### src/rtl/fwt_alu.sv
// ----------------------------------------------------------------------------
// fwt_alu
// Shared wrapping adder/subtractor used by both update and query walks.
// ----------------------------------------------------------------------------
module fwt_alu #(
  parameter int WIDTH = 32
) (
  input  logic [WIDTH-1:0] a,
  input  logic [WIDTH-1:0] b,
  input  logic             sub,
  output logic [WIDTH-1:0] y
);

  always_comb begin
    if (sub) begin
      y = a - b;
    end else begin
      y = a + b;
    end
  end

endmodule

### config.mk
export PLATFORM = sky130hd
export DESIGN_NAME = fwt_alu
export DESIGN_NICKNAME = d
export VERILOG_FILES = /design/src/rtl/fwt_alu.sv
export SDC_FILE = /design/constraint.sdc
export NUM_CORES = 1
export LEC_CHECK = 0
export BUFFER_PORTS_ARGS = -buffer_cell sky130_fd_sc_hd__buf_4
export CAP_MARGIN = 25
export CORE_UTILIZATION = 56
export DETAILED_ROUTE_END_ITERATION = 7
export PLACE_DENSITY = 0.89
export SKIP_LAST_GASP = 1
export SYNTH_ARGS = -nofsm -noshare
export SYNTH_HDL_FRONTEND = slang
export SYNTH_SLANG_ARGS = --single-unit
### constraint.sdc
create_clock -name vclk -period 10.66
set_input_delay 2.132 -clock vclk [all_inputs]
set_output_delay 2.132 -clock vclk [all_outputs]
set_load 0.02 [all_outputs]
# Yosys cells after proc, flatten, opt, wreduce, memory -nomap -nowiden
# Index checks and enable logic that the tools add are counted.
# totals
ramBits,0
latch_bits,0
romBits,0
memories,0
reg_bits,0
# classes
n_addsub,2
n_mul,0
eq_ne,0
magnitude_cmp,0
reduce_logical,0
mux,1
shifts,0
bitwise,0
div,0
# ops
operator,count
$add 32x32->32,1
$mux 32,1
$sub 32x32->32,1

# Logic depth before layout (Yosys ltp)
# Gate-level depths: netlist of run 1.
# depth
word_depth,2
ltp_mapped,16
depth_no_buf,15

# Least setup slack after synthesis of run 1
# Ideal clock, no wire load.
# synth_path
kind,in2out
from,input port b[5]
to,output port y[30]
arrival_time_ps,5698
t_required_ps,8528
stages,15
n_path_buf,1
path_slack_ps,2830
path_cell_list,or4_4 > or3_4 > nor2_2 > nand2_1 > nor3_1 > a31oi_1 > xnor2_1 > ha_1 > clkbuf_1 > and3_1 > a32o_1 > a21oi_1 > a211oi_1 > or2_2 > a211oi_1
# synth_via
elab_chain_len,2
# synth_lines
element,line_no,source
start: declaration,9,"input logic [WIDTH-1:0] b,"
$add 32x32->32 or $sub 32x32->32 (tied branches),"18, 16",
$mux 32 (*),15,if (sub) begin
end: declaration,11,output logic [WIDTH-1:0] y
# Every way passes the cells marked *; elsewhere a longest branch is shown, timed or not.

# Final worst setup path of run 1
# layout_path
from,input port b[5]
to,output port y[25]
# The elaborated chain is that of the path after synthesis.

==> results.yml, run 1 <==
place:
  numPortBuffers: 97
  dp_hpwl_um: 5780
  dp_cells: 484
  gp_congestion: 0.968
final_layout:
  n_fill_cell: 344
  ff_latch_area_um2: 0
  layoutNonFillerInstCount: 484
  drive_gt1_share_pct: 25.3
  n_clock_buffer: 0
  n_antenna_cell: 0
  nNetsFinal: 534
  synthToLayoutAreaGrowth_pct: 31.7
  n_sequential_cell: 0
global_routing:
  grt_pass1_vias: 2623
  grt_first_pass_wirelength_um: 11000
  grt_use_total_pct: 30.7
  grt_max_degree: 32
  antenna_found_initial: 0
  grt-ovfl-total: 0
timing:
  drv_slew: 0
  slew_headroom_pct: 36.5
  finalSetupViolations: 0
  worstMarginPinSlew_ns: 0.940
  tns_ns: 0
  hold_violations: 0
  max_freq_mhz: 121
  period_needed_ns: 8.26
  rsz0062_at_grt: "no"
  post-route-period-util_pct: 77.5
worst_setup_path:
  max_stage_delay_ns: 0.56
  slowest_stage: "or4_4"
  critPathArrivalTime_ns: 6.13
  endpoint_kind: "output port"
  path_class: "in2out"
  critPathLaunchType: "primary input"
  path_common_cell: "buf_4"
  worstPathRequired_ns: 8.53
  crit_family: "simple AND/OR/NAND/NOR gates"
  crit_fanout: 7
  worst-path-buf-inv: 2
  cp_cell_sequence: "buf_4 > or4_4 > or3_4 > nor2_2 > nand2_1 > nor3_1 > a21oi_1 > xnor2_1 > ha_1 > nand3_1 > or3_1 > o21ai_2 > a311oi_1 > o31ai_1 > xor2_1 > buf_4"
yosys:
  syn-cell-area_um2: 2360
  ys_seq_area_share_pct: 0
  avgSynthCellArea_um2: 6.77
  synth.distinct_cells: 51
  syn_nets: 446
  syn_inst: 348
  synth_warnings: 0
detailed_routing:
  wl_met1_um: 2960
  vias: 2866
  drtAntennaViolNets: 0
  wire_per_inst_um: 14.0
  vias_per_cell: 5.92
  top_layer: "met4"
  drt_iter0_drc: 326
  met3_wirelength_um: 492
  met2_length_um: 3250
  wirelength_um: 6750
  first_pass_iters: 5
  drc: 0
floorplan:
  core_area_um2: 4030
  fp.dieW_um: 66.9
  start_util_pct: 58.5
  io_pins: 97
  die_h_um: 66.9
  dieArea_um2: 4470
  rows: 23
outcome:
  run_status: "finished, final reports clean"
worst_hold_path:
  min_path_type: "in2out"
power_and_ir_drop:
  leakagePower_nw: 1.40
  power_density_nw_per_um2: 103
  peakVddDrop_mv: 0.0999
clocking:
  postCtsHoldBufs: 0
  post_cts_resized: 0
  cts_setup_buffers: 0
run:
  drv_cap: 0
## synthesized netlist by cell type, drive strengths merged, types with 3 or more instances
| library cell | n | share of area [%] |
|---|---|---|
| nor3 | 17 | 3.6 |
| nand3 | 9 | 1.9 |
| nor2 | 39 | 6.3 |
| a21o | 7 | 2.2 |
| nand4 | 5 | 1.3 |
| a21oi | 45 | 9.6 |
| a31oi | 7 | 1.9 |
| or3 | 5 | 1.5 |
| nand2 | 24 | 3.8 |
| o211ai | 3 | 0.96 |
| nor4 | 5 | 2.0 |
| xnor2 | 43 | 16 |
| xor2 | 15 | 5.6 |
| nor2b | 5 | 1.3 |
| inv | 15 | 2.4 |
| o21ai | 18 | 4.0 |
| and3 | 6 | 1.6 |
| nor4b | 3 | 1.8 |
| ha | 32 | 17 |
| o21bai | 7 | 2.7 |
| o21a | 5 | 1.6 |
| clkbuf | 9 | 1.5 |
| or4 | 3 | 1.1 |
## per-stage QoR
| step | instance area [um^2] | power [mW] | setup WS [ns] | hold WS, ns | util (%) |
|---|---|---|---|---|---|
| 2_1_floorplan | 2360 | 0.204 | 2.83 | 4.45 | - |
| 4_1_cts | 3100 | 0.318 | 2.44 | 4.66 | 77.0 |
| 3_5_place_dp | 3100 | 0.317 | 2.46 | 4.66 | 77.0 |
| 3_3_place_gp | 3100 | 0.313 | 2.55 | 4.66 | 77.0 |
| 6_report | 3100 | 0.320 | 2.40 | 4.66 | 77.0 |
| 5_1_grt | 3100 | 0.348 | 2.13 | 4.68 | 77.0 |
## cells by family after synthesis
kind of cell | Yosys count | synth area share, %
adder cells (fa/ha/maj) | 33 | 17.8
buffers and inverters | 26 | 4.25
AND/OR/NAND/NOR | 124 | 27.2
AO/OA/AOI/OAI | 105 | 28.0
XOR/XNOR | 58 | 21.9
multiplexers | 2 | 0.902
## area by class of cell
class	count	area (um^2)	area share, %
inverter	15	56.3	1.81
timing repair buffer	97	728	23.5
tap	50	62.6	2.02
multi-input combinational	322	2260	72.7
## path summary, 6_finish.rpt
check	from	end	cells after the start
hold / removal	b[0]	y[0]	4
setup / recovery	b[5]	y[25]	16
## layer usage
layer,vias up,GRT usage [%]
li1,1450,-
met1,1270,38.8
met2,134,54.3
met3,12,4.62
met4,0,5.59
met5,-,0
## power by group
| group | total (mW) | internal (mW) | switching (mW) |
|---|---|---|---|
| logic | 0.320 | 0.141 | 0.179 |
| registers | 0 | 0 | 0 |
| clock network | 0 | 0 | 0 |
| total | 0.320 | 0.141 | 0.179 |
## layout by cell type (no fill, tap or decap), types with 2 or more instances in the layout
cell / synthesis / routed
a211oi_1: 2 / 2
xnor2_1: 42 / 42
a31oi_1: 7 / 7
nor4_1: 4 / 4
nor2b_1: 5 / 5
or4_1: 2 / 2
nor4b_1: 2 / 2
or3_1: 4 / 4
ha_1: 32 / 32
a21o_1: 7 / 7
and3_1: 5 / 5
xor2_1: 15 / 15
o21bai_1: 6 / 6
o21ai_0: 17 / 17
a21oi_1: 45 / 45
o2bb2ai_1: 2 / 2
o21a_1: 5 / 5
inv_1: 15 / 15
buf_4: 0 / 97
nor2_1: 38 / 38
nand4_1: 5 / 5
nand2_1: 24 / 24
o211ai_1: 3 / 3
nor3_1: 17 / 17
a311oi_1: 2 / 2
nand3_1: 9 / 9
## worst min-delay path, delay by kind of cell
kind,cells,cell delay [ns]
adder cells (fa/ha/maj),1,0.11
buffers and inverters,3,0.28
Power figures use the tool's default switching activity.
==> inputs of run 2 (changes only) <==
CORE_UTILIZATION = 47   (was 56)
PLACE_DENSITY = 0.79   (was 0.89)
clock period = 7.6 ns   (was 10.66 ns; I/O delays follow)
==> run 2 against run 1 <==
  * Sequential share of layout area did not move
  * Flip-flop and latch count is the same
  * Global-route usage is 5.3 points lower
  * Hold slack worse by 1.2 ns
==> results.yml, run 2 (synthesis results as in run 1) <==
outcome:
  run_status: "finished, final reports clean"
detailed_routing:
  wire_per_inst_um: 13.7
  vias_per_cell: 5.70
  met3_wirelength_um: 422
  drtAntennaViolNets: 0
  first_pass_iters: 4
  vias: 2857
  drc: 0
  drt_iter0_drc: 191
  wirelength_um: 6850
  top_layer: "met3"
  wl_met1_um: 3170
  met2_length_um: 3260
worst_setup_path:
  cp_cell_sequence: "buf_4 > or4_4 > or3_4 > nor4_1 > a21oi_1 > xnor2_1 > ha_1 > nand3_1 > or3_1 > o21ai_2 > a311oi_1 > o31ai_1 > xor2_1 > buf_4"
  critPathLaunch: "b[5]"
  endpoint_kind: "output port"
  path_class: "in2out"
  crit_fanout: 6
  worst-path-buf-inv: 2
  critPathArrivalTime_ns: 5.46
  path_common_cell: "buf_4"
  slowest_stage: "or4_4"
  max_stage_delay_ns: 0.57
  critPathLaunchType: "primary input"
  crit_family: "simple AND/OR/NAND/NOR gates"
  worstPathRequired_ns: 6.08
place:
  dp_cells: 501
  numPortBuffers: 97
  pre_cts_ws_ns: 0.646
  gp_congestion: 0.940
  dp_hpwl_um: 5900
worst_hold_path:
  hold_end: "y[0]"
  min_path_type: "in2out"
  hp-start: "b[0]"
  hold_depth: 4
timing:
  hold_violations: 0
  worstMarginPinSlew_ns: 0.923
  finalSetupViolations: 0
  tns_ns: 0
  max_freq_mhz: 143
  period_needed_ns: 6.98
  post-route-period-util_pct: 91.8
  drv_slew: 0
  slew_headroom_pct: 37.6
  fin_ws_ns: 0.622
  whs_ns: 3.43
  rsz0062_at_grt: "no"
floorplan:
  rows: 25
  fp.dieW_um: 72.8
  io_pins: 97
  die_h_um: 72.8
  start_util_pct: 49.3
  core_area_um2: 4790
  dieArea_um2: 5300
global_routing:
  grt_pass1_vias: 2609
  antenna_found_initial: 0
  grt_use_total_pct: 25.4
  grt_max_degree: 32
  grt-ovfl-total: 0
  grt_first_pass_wirelength_um: 11100
final_layout:
  synthToLayoutAreaGrowth_pct: 32.6
  mostFrequentLayoutCell: "buf_4"
  layoutNonFillerInstCount: 501
  n_sequential_cell: 0
  nNetsFinal: 534
  n_antenna_cell: 0
  n_clock_buffer: 0
  final_cell_mix: "buf_4 (97), a21oi_1 (45), xnor2_1 (42), nor2_1 (38), ha_1 (32)"
  drive_gt1_share_pct: 25.3
  ff_latch_area_um2: 0
power_and_ir_drop:
  peakVddDrop_mv: 0.106
  finalPower_uw: 450
  leakagePower_nw: 1.40
  power_density_nw_per_um2: 144
run:
  drv_cap: 0
clocking:
  postCtsHoldBufs: 0
  cts_setup_buffers: 0
  post_cts_resized: 0
==> run 2: worst max path at each step <==
stage,to,slack [ns],depth (start not counted)
after floorplan,y[30],0.99,15
after global placement,y[29],0.71,17
after detailed placement,y[25],0.65,14
after CTS,y[25],0.64,16
after global routing,y[29],0.35,17
final,y[25],0.62,14
==> run 2: metrics by stage <==
stage               utilization (%)  instance area (um^2)
floorplan                         -                  2360
global placement               65.3                  3130
detailed placement             65.3                  3130
CTS                            65.3                  3130
global route                   65.3                  3130
finish                         65.3                  3130
==> run 2: tightest hold or removal path, delay by kind of cell <==
kind / cells / cell delay [ns]
adders and majority gates: 1 / 0.11
buffers and inverters: 3 / 0.27
==> run 2: area by class of cell <==
type	instances	area (um^2)
multi-input combinational	322	2260
fill	472	1660
timing repair buffer	97	728
tap	67	83.8
inverter	15	56.3
==> run 2: where the power goes <==
part	internal [mW]	leakage [nW]	switching, mW
clock network	0	0	0
registers	0	0	0
logic	0.198	1.40	0.252
total	0.198	1.40	0.252
==> run 2: routing by layer <==
metal / vias to the layer above / GRT usage, %
li1: 1452 / -
met1: 1313 / 35.7
met2: 92 / 44.2
met3: 0 / 1.93
met4: 0 / 1.53
met5: - / 0
==> inputs of run 3 (changes only) <==
CELL_PAD_IN_SITES_DETAIL_PLACEMENT = 0   (was default)
CELL_PAD_IN_SITES_GLOBAL_PLACEMENT = 2   (was default)
CORE_UTILIZATION = 24   (was 47)
==> run 3 against run 2 <==
  * Die area up 93%
  * Global-route usage is 10 points lower
  * Via count shrank 2.9%
  * Critical path type unchanged
  * Critical endpoint is now y[29]
==> results.yml, run 3 (synthesis results as in run 1) <==
outcome:
  run_status: "finished, final reports clean"
final_layout:
  multi_input_area_um2: 2260
  n_antenna_cell: 0
  synthToLayoutAreaGrowth_pct: 36.2
  final_cell_mix: "buf_4 (98), a21oi_1 (45), xnor2_1 (42), nor2_1 (38), ha_1 (32)"
  mostFrequentLayoutCell: "buf_4"
  n_sequential_cell: 0
  nNetsFinal: 535
  n_fill_cell: 1070
  drive_gt1_share_pct: 25.5
  ff_latch_area_um2: 0
  n_clock_buffer: 0
timing:
  finalSetupViolations: 0
  hold_violations: 0
  period_needed_ns: 7.01
  slew_headroom_pct: 42.2
  max_freq_mhz: 143
  worstMarginPinSlew_ns: 0.856
  tns_ns: 0
  whs_ns: 3.44
  post-route-period-util_pct: 92.3
  rsz0062_at_grt: "no"
  drv_slew: 0
  fin_ws_ns: 0.586
global_routing:
  grt_first_pass_wirelength_um: 12600
  grt-ovfl-total: 0
  grt_use_total_pct: 15.1
  grt_use_met3_pct: 1.94
  grt_use_met1_pct: 21.7
  antenna_found_initial: 0
  grt_pass1_vias: 2609
  grt_max_degree: 32
  busiest_layer: "met2"
  met2_usage_pct: 24.5
worst_hold_path:
  min_path_type: "in2out"
  hold_end: "y[0]"
  hold_depth: 4
  hp-start: "b[0]"
power_and_ir_drop:
  finalPower_uw: 455
  power_density_nw_per_um2: 142
  peakVddDrop_mv: 0.0765
  leakagePower_nw: 1.40
floorplan:
  die_h_um: 101
  io_pins: 97
  start_util_pct: 25.2
  dieArea_um2: 10200
  fp.dieW_um: 101
  rows: 35
  core_area_um2: 9370
worst_setup_path:
  crit_fanout: 7
  max_stage_delay_ns: 0.60
  slowest_stage: "a311oi_1"
  worstPathRequired_ns: 6.08
  path_common_cell: "a21oi_1"
  critPathLaunchType: "primary input"
  cp_cell_sequence: "buf_4 > or4_4 > or3_4 > nor2_2 > nand2_1 > nor3_1 > a21oi_1 > xnor2_1 > ha_1 > a21oi_1 > o21ai_0 > a21oi_1 > o21ai_2 > a311oi_1 > o211ai_1 > xnor2_1 > buf_4"
  endpoint_kind: "output port"
  path_class: "in2out"
  critPathArrivalTime_ns: 5.49
place:
  pre_cts_ws_ns: 0.578
  gp_congestion: 0.872
  dp_hpwl_um: 6850
  numPortBuffers: 97
detailed_routing:
  drc: 0
  vias: 2773
  wirelength_um: 7850
  first_pass_iters: 4
  wire_per_inst_um: 13.9
  vias_per_cell: 4.92
  drtAntennaViolNets: 0
  drt_iter0_drc: 96
clocking:
  post_cts_resized: 0
  cts_setup_buffers: 0
  postCtsHoldBufs: 0
run:
  drv_cap: 0
run 3: final cells by class:
type | count | share of cell area (%)
multi-input combinational | 322 | 70.3
timing repair buffer | 98 | 22.9
tap | 129 | 5.03
inverter | 15 | 1.75
run 3: worst max path at each step:
stage | startpoint | end
detailed placement | b[5] | y[29]
global route | b[5] | y[29]
global placement | b[5] | y[29]
floorplan | b[5] | y[30]
finish | b[5] | y[29]
CTS | b[5] | y[29]
run 3: critical path: cells and delay by family:
family	cells	cell delay, ns
simple gates	5	1.38
buf+inv	2	0.29
xor+xnor	2	0.35
compound gates	7	1.59
fa+ha+maj	1	0.37
run 3: metal layers:
| layer | routed length [um] | up-vias |
|---|---|---|
| met4 | 108 | 0 |
| met1 | 3770 | 1253 |
| li1 | - | 1442 |
| met2 | 3520 | 70 |
| met3 | 451 | 8 |
| met5 | 0 | - |
run 3: stage by stage:
step	cell area (um^2)	cells	util, %
final	3210	564	34.3
after global routing	3210	564	34.3
after global placement	3210	564	34.3
after floorplan	2360	348	-
after detailed placement	3210	564	34.3
after CTS	3210	564	34.3
run 3: where the power goes:
| part | leakage [nW] | switching [mW] | internal, mW |
|---|---|---|---|
| clock | 0 | 0 | 0 |
| sequential | 0 | 0 | 0 |
| combinational | 1.40 | 0.257 | 0.198 |
